## src/rtl/swdh_pkg.sv

```systemverilog
`default_nettype none

package swdh_pkg;

	localparam int unsigned WORD_W = 32;
	localparam int unsigned DATA_BITS_DEF = 32;

	localparam logic [2:0] ACK_OK = 3'b001;
	localparam logic [2:0] ACK_WAIT = 3'b010;

	localparam logic CMD_TICK = 1'b0;
	localparam logic CMD_START = 1'b1;

	typedef enum logic [3:0] {
		PH_IDLE  = 4'd0,
		PH_REQ   = 4'd1,
		PH_TRN1  = 4'd2,
		PH_ACK   = 4'd3,
		PH_TRN2  = 4'd4,
		PH_WDATA = 4'd5,
		PH_WPAR  = 4'd6,
		PH_RDATA = 4'd7,
		PH_RTAIL = 4'd8,
		PH_WAITX = 4'd9
	} phase_t;

	typedef struct packed {
		logic              cmd;
		logic              ap_ndp;
		logic              rnw;
		logic [1:0]        reg_addr;
		logic [WORD_W-1:0] write_data;
		logic              swdio_in;
	} req_t;

	typedef struct packed {
		logic              swdio_out;
		logic              swdio_oe;
		logic              clock_active;
		logic              busy_res;
		logic              done_res;
		logic [2:0]        ack;
		logic [WORD_W-1:0] rd_word;
	} rsp_t;

endpackage

`default_nettype wire

```

## src/rtl/swd_host_transaction_core.sv

```systemverilog
`default_nettype none

// channel  | valid      | stall      | payload
// request  | req_valid  | req_stall  | req (swdh_pkg::req_t)
// response | rsp_valid  | rsp_stall  | rsp (swdh_pkg::rsp_t)
//
// every request gives one response, registered when it is taken and valid in the next cycle
// one request per cycle while req_stall is low; each request is one SWCLK period of the transaction
// a request is taken while the response register is empty or being emptied
// rsp_stall holds the response register and, through req_stall, the state
// arst_n clears the transaction state and empties the response register

module swd_host_transaction_core #(
	parameter int unsigned DATA_BITS = swdh_pkg::DATA_BITS_DEF
) (
	input  wire logic           clk,
	input  wire logic           arst_n,
	input  wire logic           req_valid,
	output logic                req_stall,
	input  wire swdh_pkg::req_t req,
	output logic                rsp_valid,
	input  wire logic           rsp_stall,
	output swdh_pkg::rsp_t      rsp
);

	localparam int unsigned CNT_W = $clog2(DATA_BITS + 1);

	swdh_pkg::phase_t     phase_q, phase_d;
	logic [CNT_W-1:0]     bit_count_q, bit_count_d;
	logic [DATA_BITS-1:0] shift_q, shift_d;
	logic [7:0]           request_byte_q, request_byte_d;
	logic [2:0]           ack_q, ack_d;
	logic                 is_read_q, is_read_d;
	logic                 is_ap_q, is_ap_d;
	logic                 data_parity_q, data_parity_d;

	logic                 rsp_valid_q;
	swdh_pkg::rsp_t       rsp_q, rsp_d;
	logic                 take;

	logic                 o_out, o_oe, o_clk, o_done, finish;
	logic [DATA_BITS-1:0] o_rd;
	logic [2:0]           ack_acc;
	logic                 a2, a3;

	assign req_stall = rsp_valid_q && rsp_stall;
	assign take = req_valid && !req_stall;
	assign rsp_valid = rsp_valid_q;
	assign rsp = rsp_q;

	assign a2 = req.reg_addr[0];
	assign a3 = req.reg_addr[1];
	assign ack_acc = ack_q | (3'(req.swdio_in) << bit_count_q[1:0]);

	always_comb begin
		phase_d = phase_q;
		bit_count_d = bit_count_q;
		shift_d = shift_q;
		request_byte_d = request_byte_q;
		ack_d = ack_q;
		is_read_d = is_read_q;
		is_ap_d = is_ap_q;
		data_parity_d = data_parity_q;
		o_out = 1'b1;
		o_oe = 1'b1;
		o_clk = 1'b1;
		o_rd = '0;
		finish = 1'b0;

		unique case (phase_q)
			swdh_pkg::PH_REQ: begin
				o_out = request_byte_q[3'd7 - bit_count_q[2:0]];
				bit_count_d = bit_count_q + CNT_W'(1);
				if (bit_count_q[2:0] == 3'd7) begin
					phase_d = swdh_pkg::PH_TRN1;
					bit_count_d = '0;
				end
			end
			swdh_pkg::PH_TRN1: begin
				o_oe = 1'b0;
				phase_d = swdh_pkg::PH_ACK;
				bit_count_d = '0;
			end
			swdh_pkg::PH_ACK: begin
				o_oe = 1'b0;
				ack_d = ack_acc;
				bit_count_d = bit_count_q + CNT_W'(1);
				if (bit_count_q == CNT_W'(2)) begin
					bit_count_d = '0;
					if (ack_acc == swdh_pkg::ACK_OK) begin
						if (is_read_q) begin
							phase_d = swdh_pkg::PH_RDATA;
							shift_d = '0;
						end else begin
							phase_d = swdh_pkg::PH_TRN2;
						end
					end else if (ack_acc == swdh_pkg::ACK_WAIT && is_ap_q && is_read_q) begin
						phase_d = swdh_pkg::PH_WAITX;
					end else begin
						finish = 1'b1;
					end
				end
			end
			swdh_pkg::PH_TRN2: begin
				o_oe = 1'b0;
				phase_d = swdh_pkg::PH_WDATA;
				bit_count_d = '0;
			end
			swdh_pkg::PH_WDATA: begin
				o_out = shift_q[0];
				shift_d = shift_q >> 1;
				bit_count_d = bit_count_q + CNT_W'(1);
				if (bit_count_q == CNT_W'(DATA_BITS - 1)) begin
					phase_d = swdh_pkg::PH_WPAR;
					bit_count_d = '0;
				end
			end
			swdh_pkg::PH_WPAR: begin
				o_out = data_parity_q;
				finish = 1'b1;
			end
			swdh_pkg::PH_RDATA: begin
				o_oe = 1'b0;
				// lsb first: shift in at the top
				shift_d = {req.swdio_in, shift_q[DATA_BITS-1:1]};
				bit_count_d = bit_count_q + CNT_W'(1);
				if (bit_count_q == CNT_W'(DATA_BITS - 1)) begin
					phase_d = swdh_pkg::PH_RTAIL;
					bit_count_d = '0;
				end
			end
			swdh_pkg::PH_RTAIL: begin
				o_oe = 1'b0;
				bit_count_d = bit_count_q + CNT_W'(1);
				if (bit_count_q != '0) begin
					finish = 1'b1;
					o_rd = shift_q;
				end
			end
			swdh_pkg::PH_WAITX: begin
				o_oe = 1'b0;
				finish = 1'b1;
			end
			default: begin
				// idle, and any undefined phase code
				o_clk = 1'b0;
				phase_d = swdh_pkg::PH_IDLE;
				if (req.cmd == swdh_pkg::CMD_START) begin
					is_ap_d = req.ap_ndp;
					is_read_d = req.rnw;
					request_byte_d = {1'b1, req.ap_ndp, req.rnw, a2, a3,
						req.ap_ndp ^ req.rnw ^ a2 ^ a3, 1'b0, 1'b1};
					shift_d = req.rnw ? '0 : req.write_data[DATA_BITS-1:0];
					data_parity_d = ^req.write_data[DATA_BITS-1:0];
					ack_d = '0;
					bit_count_d = '0;
					phase_d = swdh_pkg::PH_REQ;
				end
			end
		endcase

		if (!o_oe) begin
			o_out = 1'b1;
		end
		o_done = finish;
		if (finish) begin
			phase_d = swdh_pkg::PH_IDLE;
			bit_count_d = '0;
		end

		rsp_d.swdio_out = o_out;
		rsp_d.swdio_oe = o_oe;
		rsp_d.clock_active = o_clk;
		rsp_d.busy_res = (phase_d != swdh_pkg::PH_IDLE);
		rsp_d.done_res = o_done;
		rsp_d.ack = ack_d;
		rsp_d.rd_word = swdh_pkg::WORD_W'(o_rd);
	end

	always_ff @(posedge clk or negedge arst_n) begin
		if (!arst_n) begin
			phase_q <= swdh_pkg::PH_IDLE;
			bit_count_q <= '0;
			shift_q <= '0;
			request_byte_q <= '0;
			ack_q <= '0;
			is_read_q <= 1'b0;
			is_ap_q <= 1'b0;
			data_parity_q <= 1'b0;
		end else if (take) begin
			phase_q <= phase_d;
			bit_count_q <= bit_count_d;
			shift_q <= shift_d;
			request_byte_q <= request_byte_d;
			ack_q <= ack_d;
			is_read_q <= is_read_d;
			is_ap_q <= is_ap_d;
			data_parity_q <= data_parity_d;
		end
	end

	always_ff @(posedge clk or negedge arst_n) begin
		if (!arst_n) begin
			rsp_valid_q <= 1'b0;
		end else if (take) begin
			rsp_valid_q <= 1'b1;
		end else if (!rsp_stall) begin
			rsp_valid_q <= 1'b0;
		end
	end

	always_ff @(posedge clk) begin
		if (take) begin
			rsp_q <= rsp_d;
		end
	end

`ifndef SYNTH
	a_idle_count: assert property (@(posedge clk) disable iff (!arst_n)
		phase_q == swdh_pkg::PH_IDLE |-> bit_count_q == '0)
		else $error("bit count not cleared in idle");

	a_done_clock: assert property (@(posedge clk) disable iff (!arst_n)
		rsp_valid_q && rsp_q.done_res |-> rsp_q.clock_active && !rsp_q.busy_res)
		else $error("done without clock or while busy");

	a_rd_only_done: assert property (@(posedge clk) disable iff (!arst_n)
		rsp_valid_q && !rsp_q.done_res |-> rsp_q.rd_word == '0)
		else $error("read word outside done");

	a_stall_full: assert property (@(posedge clk) disable iff (!arst_n)
		req_stall |-> rsp_valid_q)
		else $error("request stalled with empty response register");

	a_idle_released: assert property (@(posedge clk) disable iff (!arst_n)
		take && phase_q == swdh_pkg::PH_IDLE |=> rsp_q.swdio_oe && !rsp_q.clock_active)
		else $error("idle request issued clock or released line");
`endif

endmodule

`default_nettype wire
```

## config.mk

```make
export PLATFORM = sky130hd
export DESIGN_NAME = swd_host_transaction_core
export DESIGN_NICKNAME = d
export VERILOG_FILES = /design/src/rtl/swdh_pkg.sv /design/src/rtl/swd_host_transaction_core.sv
export SDC_FILE = /design/constraint.sdc
export NUM_CORES = 1
export LEC_CHECK = 0
export CAP_MARGIN = 20
export CORE_ASPECT_RATIO = 0.9
export CORE_MARGIN = 2
export CORE_UTILIZATION = 55
export CTS_CLUSTER_DIAMETER = 150
export DETAILED_ROUTE_END_ITERATION = 12
export DONT_BUFFER_PORTS = 1
export PLACE_DENSITY = 0.77
export SETUP_SLACK_MARGIN = 0.05
export SLEW_MARGIN = 30
export SYNTH_ARGS = -nofsm -noshare
export SYNTH_HDL_FRONTEND = slang
export SYNTH_SLANG_ARGS = --single-unit
```

## constraint.sdc

```tcl
create_clock -name clk -period 8.55 [get_ports clk]
set_clock_uncertainty 0.15 [all_clocks]
set_input_delay 0.855 -clock clk [delete_from_list [all_inputs] [get_ports clk]]
set_output_delay 0.855 -clock clk [all_outputs]
set_load 0.05 [all_outputs]
```

## After elaboration in Yosys (flattened, before gate mapping)

Cells that the tools add are included.
Widths: inputs -> output; s select.

| storage, ports and cells | value |
|---|---|
| register bits | 96 |
| output and inout bits | 42 |

| operators by class | value |
|---|---|
| shift-type cells | 1 |
| muxes and demuxes | 36 |
| equality and inequality tests | 19 |
| add/subtract/negate cells | 2 |
| reduce and logical (&&, ||, !) cells | 22 |
| bitwise logic cells | 6 |
| magnitude comparators | 1 |

Operator list:

| kind | number |
|---|---|
| $mux 32 | 5 |
| $pmux 32 s4 | 1 |
| $pmux 6 s6 | 1 |
| $reduce_xor 32->1 | 1 |
| $mux 6 | 5 |
| $mux 4 | 7 |
| $pmux 4 s7 | 1 |
| $eq 4x3->1 const B | 4 |
| $reduce_or 6->1 | 2 |
| $mux 1 | 10 |
| $reduce_or 9->1 | 1 |
| $eq 4x2->1 const B | 2 |
| $eq 4x4->1 const B | 2 |
| $reduce_bool 4->1 | 2 |
| $reduce_or 8->1 | 1 |
| $reduce_bool 7->1 | 1 |
| $add 6x1->6 const B | 1 |
| $eq 6x2->1 const B | 1 |
| $eq 6x5->1 const B | 1 |
| $ne 2x2->1 const B | 3 |
| $pmux 1 s3 | 2 |
| $pmux 3 s2 | 1 |
| $reduce_and 3->1 | 2 |
| $reduce_and 6->1 | 1 |
| 20 further kinds | 29 |

## Depth between registers and ports, before layout

| logic depth | value |
|---|---|
| depth in word-level cells | 11 |
| mapped depth | 9 |

## Worst setup path before layout

OpenSTA, ideal clock, no wires.

| timing path | value |
|---|---|
| kind | input -> register |
| start point | input rsp_stall |
| end point | register request_byte_q[3] |
| path buffers | 0 |
| required time | 8.275 ns |
| arrival time | 3.140 ns |
| path slack | 5.135 ns |
| cell stages on the path | 5 |
| cells stage by stage | nand2_1 nand2_1 clkinv_1 nand3_1 mux2_2 |

| on the way | value |
|---|---|
| longest elaborated chain between the ends | 4 |

RTL lines:

| item | RTL line | source |
|---|---|---|
| start, declared | swd_host_transaction_core.sv:22 | `input wire logic rsp_stall,` |
| $logic_and 1x1->1 | swd_host_transaction_core.sv:46 | `assign req_stall = rsp_valid_q && rsp_stall;` |
| $logic_not 1->1 | swd_host_transaction_core.sv:47 | `assign take = req_valid && !req_stall;` |
| $logic_and 1x1->1 | swd_host_transaction_core.sv:47 |  |
| net take | swd_host_transaction_core.sv:39 | `logic take;` |
| $reduce_and 3->1 (no source line) | n/a |  |
| end signal, assigned | swd_host_transaction_core.sv:194 | `request_byte_q <= request_byte_d;` |
| end, declared | swd_host_transaction_core.sv:31 | `logic [7:0] request_byte_q, request_byte_d;` |

The timed path passes the listed nets, and every way through them passes these cells.
A chain may end at the register's enable or synchronous reset.

## Worst setup path in the final report

| timing path | value |
|---|---|
| start point | register bit_count_q[2] |
| end point | register shift_q[19] |

| on the way | value |
|---|---|
| longest elaborated chain between the ends | 3 |

RTL lines:

| item | RTL line | source |
|---|---|---|
| start, declared | swd_host_transaction_core.sv:29 | `logic [CNT_W-1:0] bit_count_q, bit_count_d;` |
| start signal, assigned | swd_host_transaction_core.sv:192 | `bit_count_q <= bit_count_d;` |
| $eq 6x2->1 | swd_host_transaction_core.sv:88 | `if (bit_count_q == CNT_W'(2)) begin` |
| $ne 2x2->1 (no source line) | n/a |  |
| $reduce_and 6->1 (no source line) | n/a |  |
| end signal, assigned | swd_host_transaction_core.sv:193 | `shift_q <= shift_d;` |
| end, declared | swd_host_transaction_core.sv:30 | `logic [DATA_BITS-1:0] shift_q, shift_d;` |

Every way passes these cells.

==> impl_results.html <==
<table>
<tr><th>Metric</th><th>Value</th></tr>
<tr><th colspan="2">Critical path</th></tr>
<tr><td>Critical path fanouts, max</td><td>32</td></tr>
<tr><td>Critical register-to-register path endpoint</td><td>shift_q[19]</td></tr>
<tr><td>Crit Reg-Reg Startpoint</td><td>bit_count_q[2]</td></tr>
<tr><td>Critical Path End Type</td><td>register</td></tr>
<tr><td>FF-to-FF setup slack</td><td>approximately 5300 ps</td></tr>
<tr><td>Arrival time reported for the critical path endpoint</td><td>3350 ps</td></tr>
<tr><td>Worst Setup Path Type</td><td>reg -&gt; reg</td></tr>
<tr><td>Data required time of the critical path</td><td>8660 ps</td></tr>
<tr><td>Nature of the critical path startpoint</td><td>register</td></tr>
<tr><td>Logic depth of the worst register-to-register path</td><td>7</td></tr>
<tr><th colspan="2">Synth</th></tr>
<tr><td>Syn Nets</td><td>464</td></tr>
<tr><td>Sequential cell area fraction in the yosys report</td><td>0.513</td></tr>
<tr><td>Simple-Gate Fraction of Synth Area</td><td>0.124</td></tr>
<tr><td>Synth Area in Compound Gates</td><td>0.148</td></tr>
<tr><td>Arithmetic-cell share of the synthesized area counting full adders, half adders and majority gates</td><td>0.0101</td></tr>
<tr><td>Most area-hungry cell type in the Yosys netlist</td><td>dfrtp_1</td></tr>
<tr><td>Most area-consuming cells after synthesis</td><td>dfrtp_1, edfxtp_1, mux2_4, a22o_1, xnor2_1</td></tr>
<tr><td>Post-synthesis share of cell area spent on xor and xnor gates</td><td>0.0604</td></tr>
<tr><td>Multiplexer fraction of the synthesized cell area</td><td>0.114</td></tr>
<tr><td>Syn Inst Count</td><td>418</td></tr>
<tr><td>Number of flops mapped to enable cells by yosys</td><td>40</td></tr>
<tr><td>Yosys warning total</td><td>0</td></tr>
<tr><td>Synthesized flop and latch total</td><td>93</td></tr>
<tr><td>Flip-flop cell with the highest count after synthesis</td><td>dfrtp_1</td></tr>
<tr><td>Most frequent cell after synthesis</td><td>dfrtp_1</td></tr>
<tr><td>Cell area after technology mapping</td><td>0.00493 mm2</td></tr>
<tr><td>Share of flip-flops with an asynchronous set or reset</td><td>0.570</td></tr>
<tr><td>Commonest cells post-synth</td><td>dfrtp_1, edfxtp_1, and2_1, a22o_1, nand2_1</td></tr>
<tr><td>Distinct cell type count of the synthesized netlist</td><td>53</td></tr>
<tr><td>Post-synth top area share</td><td>0.269</td></tr>
<tr><td>Combinational family with the most area after synthesis</td><td>compound AO/OA/AOI/OAI gates</td></tr>
<tr><td>Mapped Avg Cell Area</td><td>around 12 um2</td></tr>
<tr><th colspan="2">Timing</th></tr>
<tr><td>Setup TNS</td><td>0 ps</td></tr>
<tr><td>Top achievable clock speed</td><td>around 0.31 GHz</td></tr>
<tr><td>Final critical-path share of the clock period</td><td>0.379</td></tr>
<tr><td>Total count of max-transition violations in the final report</td><td>0</td></tr>
<tr><td>Hold Violations, Final</td><td>0</td></tr>
<tr><td>Final period demand of the worst path</td><td>~3200 ps</td></tr>
<tr><td>Final setup violating endpoints</td><td>0</td></tr>
<tr><td>Slew at the pin closest to its max-slew limit</td><td>967 ps</td></tr>
<tr><td>Headroom to the max-slew limit</td><td>0.353</td></tr>
<tr><td>Unrepaired setup endpoints after global routing</td><td>false</td></tr>
<tr><th colspan="2">Power and ir drop</th></tr>
<tr><td>Power density over the cells</td><td>between 200 and 250 mW/mm2</td></tr>
<tr><td>Share of power burned in the clock network</td><td>0.233</td></tr>
<tr><td>Worst vdd ir</td><td>0.139 mV</td></tr>
<tr><td>Switching Power</td><td>0.395 mW</td></tr>
<tr><td>Logic pwr share</td><td>0.216</td></tr>
<tr><td>Leakage</td><td>2.12 nW</td></tr>
<tr><td>Pwr Total</td><td>1.27 mW</td></tr>
<tr><td>Internal power component</td><td>0.875 mW</td></tr>
<tr><td>Switching Fraction</td><td>0.311</td></tr>
<tr><td>Flop pwr share</td><td>0.551</td></tr>
<tr><th colspan="2">Cells and area</th></tr>
<tr><td>Final antenna diode count</td><td>0</td></tr>
<tr><td>Final #Nets</td><td>459</td></tr>
<tr><td>Fin util</td><td>0.606</td></tr>
<tr><td>Area added between synthesis and finish</td><td>6.34%</td></tr>
<tr><td>Layout filler cell count</td><td>684</td></tr>
<tr><td>Layout cell share with drive strength beyond 1</td><td>0.167</td></tr>
<tr><th colspan="2">Floorplan</th></tr>
<tr><td>Vert. Die Dim</td><td>93.8 um</td></tr>
<tr><td>Effective utilization at floorplan</td><td>0.570</td></tr>
<tr><td>Number of placement rows</td><td>32</td></tr>
<tr><td>Number of primary I/O pins</td><td>84</td></tr>
<tr><td>Area enclosed by the die boundary</td><td>0.00974 mm2</td></tr>
<tr><td>Die W</td><td>104 um</td></tr>
<tr><td>Core area</td><td>slightly below 0.009 mm2</td></tr>
<tr><th colspan="2">GRT</th></tr>
<tr><td>Vias in the first global route</td><td>3129</td></tr>
<tr><td>Wire length of the first global-routing pass</td><td>16700 um</td></tr>
<tr><td>Antenna violations before repair</td><td>0</td></tr>
<tr><td>Remaining Overflow, GRT</td><td>0</td></tr>
<tr><td>Total global-route track usage</td><td>0.221</td></tr>
<tr><td>Pin count of the biggest net entering global routing</td><td>54</td></tr>
<tr><th colspan="2">Job</th></tr>
<tr><td>Reported max-cap violation count</td><td>0</td></tr>
<tr><th colspan="2">Route</th></tr>
<tr><td>Total detailed-routing wirelength</td><td>10700 um</td></tr>
<tr><td>Drt first pass iters</td><td>5</td></tr>
<tr><td>Routed vias/inst</td><td>around 6.0</td></tr>
<tr><td>Amount of wire on met2 after detailed routing</td><td>4770 um</td></tr>
<tr><td>Via total after detailed routing</td><td>roughly 3200</td></tr>
<tr><td>Average wire length per cell after detail routing</td><td>19.8 um</td></tr>
<tr><td>Met3 wire length</td><td>609 um</td></tr>
<tr><td>Highest metal layer used by the detailed router</td><td>met4</td></tr>
<tr><td>Initial DRC count</td><td>between 200 and 250</td></tr>
<tr><td>M1 WL</td><td>5110 um</td></tr>
<tr><td>DRC violation count after routing</td><td>0</td></tr>
<tr><td>Remaining antenna violation count</td><td>0</td></tr>
<tr><th colspan="2">Hold path</th></tr>
<tr><td>Class of the tightest hold or removal check</td><td>in -&gt; async</td></tr>
<tr><th colspan="2">Place</th></tr>
<tr><td>Routability congestion estimate from global placement</td><td>0.920</td></tr>
<tr><td>Sum of net half-perimeters after detailed placement</td><td>7160 um</td></tr>
<tr><td>Quantity of I/O buffers inserted on ports</td><td>0</td></tr>
<tr><th colspan="2">Clock network</th></tr>
<tr><td>Maximum clock path buffer count</td><td>2</td></tr>
<tr><td>Num Clock Sinks</td><td>93</td></tr>
<tr><td>Worst-Skew Late Latency</td><td>370 ps</td></tr>
<tr><td>Clock root buffer</td><td>clkbuf_8</td></tr>
<tr><td>TritonCTS clock tree</td><td>yes</td></tr>
<tr><td>Clock transition time at the flip-flop clock pins of the worst setup and hold paths</td><td>90 ps</td></tr>
<tr><td>CTS Buf Count</td><td>9</td></tr>
<tr><td>H-tree Lvls</td><td>3</td></tr>
<tr><th colspan="2">Outcome</th></tr>
<tr><td>Run status</td><td>finished, final reports clean</td></tr>
</table>
-- power by group through the flow --
stage	clock network, mW	registers (mW)	logic [mW]
after global placement	0	0.701	0.258
after detailed placement	0	0.706	0.269
final	0.296	0.700	0.274
after CTS	0.302	0.697	0.272
after floorplan	0	0.662	0.244
after global routing	0.322	0.712	0.297
-- cells in the final DEF, fill, tap and decap left out, types with 2 or more instances in the layout --
| cell type | n |
|---|---|
| inv_1 | 11 |
| a22o_1 | 31 |
| nor4bb_1 | 2 |
| mux2_4 | 30 |
| xnor2_1 | 30 |
| a31oi_1 | 6 |
| dlygate4sd3_1 | 2 |
| a21oi_1 | 15 |
| ha_1 | 4 |
| mux2_2 | 6 |
| clkinv_1 | 2 |
| o221ai_1 | 3 |
| or2_2 | 3 |
| nor4_1 | 2 |
| clkbuf_8 | 9 |
| o31ai_1 | 4 |
| dfrtp_1 | 53 |
| inv_6 | 2 |
| o22ai_1 | 2 |
| nor3_1 | 3 |
| o21ai_0 | 16 |
| clkinvlp_4 | 2 |
| edfxtp_1 | 40 |
| nor2_1 | 16 |
| nand2_1 | 31 |
| nand3_1 | 10 |
| buf_4 | 5 |
| nor2b_1 | 3 |
| a211oi_1 | 2 |
| and2_1 | 33 |
| nand2b_1 | 4 |
| and3_1 | 2 |
| mux2i_1 | 2 |
| xor2_1 | 4 |
| a21o_1 | 2 |
-- state kept, by name, indices dropped and copies added (netlist names) --
| name | cells |
|---|---|
| shift_q | 32 |
| rsp | 40 |
| data_parity_q | 1 |
| bit_count_q | 6 |
| rsp_valid | 1 |
| phase_q | 4 |
| request_byte_q | 6 |
| ack_q | 3 |
-- final cells by class --
type	instances	area, um2	area share
clock inverters	7	71.3	0.0136
flip-flops and latches	93	2530	0.482
repair buffers	7	57.6	0.0110
inverters	12	45.0	0.00859
well taps	119	149	0.0284
multi-input cells	290	2270	0.433
clock buffers	9	124	0.0236
-- logic make-up (layout without fill, tap and decap cells) --
kind of cell | after synthesis | in the layout
muxes | 39 | 39
and+or+nand+nor | 115 | 115
DFF | 93 | 93
adders and majority gates | 4 | 4
buffers and inverters | 35 | 35
AOI/OAI and AO/OA | 98 | 98
xor gates and xnor gates | 34 | 34
-- critical path, cell delays in order, from the launching register on --
cell and delay [ps]:
dfrtp_1 490, nor4_4 570, nand2_2 130, o41ai_2 380
a21oi_1 180, a2111oi_4 300, buf_4 550, mux2_2 400
-- worst max-delay path by stage --
| stage | startpoint | endpoint | slack [ps] | cells past startpoint |
|---|---|---|---|---|
| floorplan | rsp_stall | request_byte_q[3] | 5140 | 5 |
| finish | bit_count_q[2] | shift_q[19] | 5310 | 7 |
| global placement | req[0] | shift_q[19] | 5420 | 7 |
| global route | bit_count_q[2] | shift_q[19] | 5140 | 7 |
| detailed placement | req[0] | shift_q[18] | 5350 | 7 |
| CTS | bit_count_q[2] | shift_q[19] | 5340 | 7 |
-- routing by layer --
metal | track usage | up-vias
met2 | 0.319 | 109
li1 | - | 1509
met4 | 0.0709 | 0
met1 | 0.331 | 1617
met5 | 0 | -
met3 | 0.0527 | 11
-- metrics by stage --
step / setup slack (ps) / cell area [um2] / hold WS, ps / instances
2_1_floorplan: 5140 / 4930 / 299 / 418
3_3_place_gp: 5420 / 5020 / 317 / 519
3_5_place_dp: 5350 / 5030 / 326 / 519
4_1_cts: 5340 / 5220 / 4.06 / 535
5_1_grt: 5140 / 5240 / 4.38 / 537
6_report: 5310 / 5240 / 26.5 / 537
-- repair_timing --
| action | 4_1_cts | 5_1_grt |
|---|---|---|
| resized for setup | 0 | 0 |
| setup buffers | 0 | 0 |
| hold endpoints to repair | 0 | 20 |
| hold buffers | 0 | 2 |
Power figures use the tool's default switching activity.
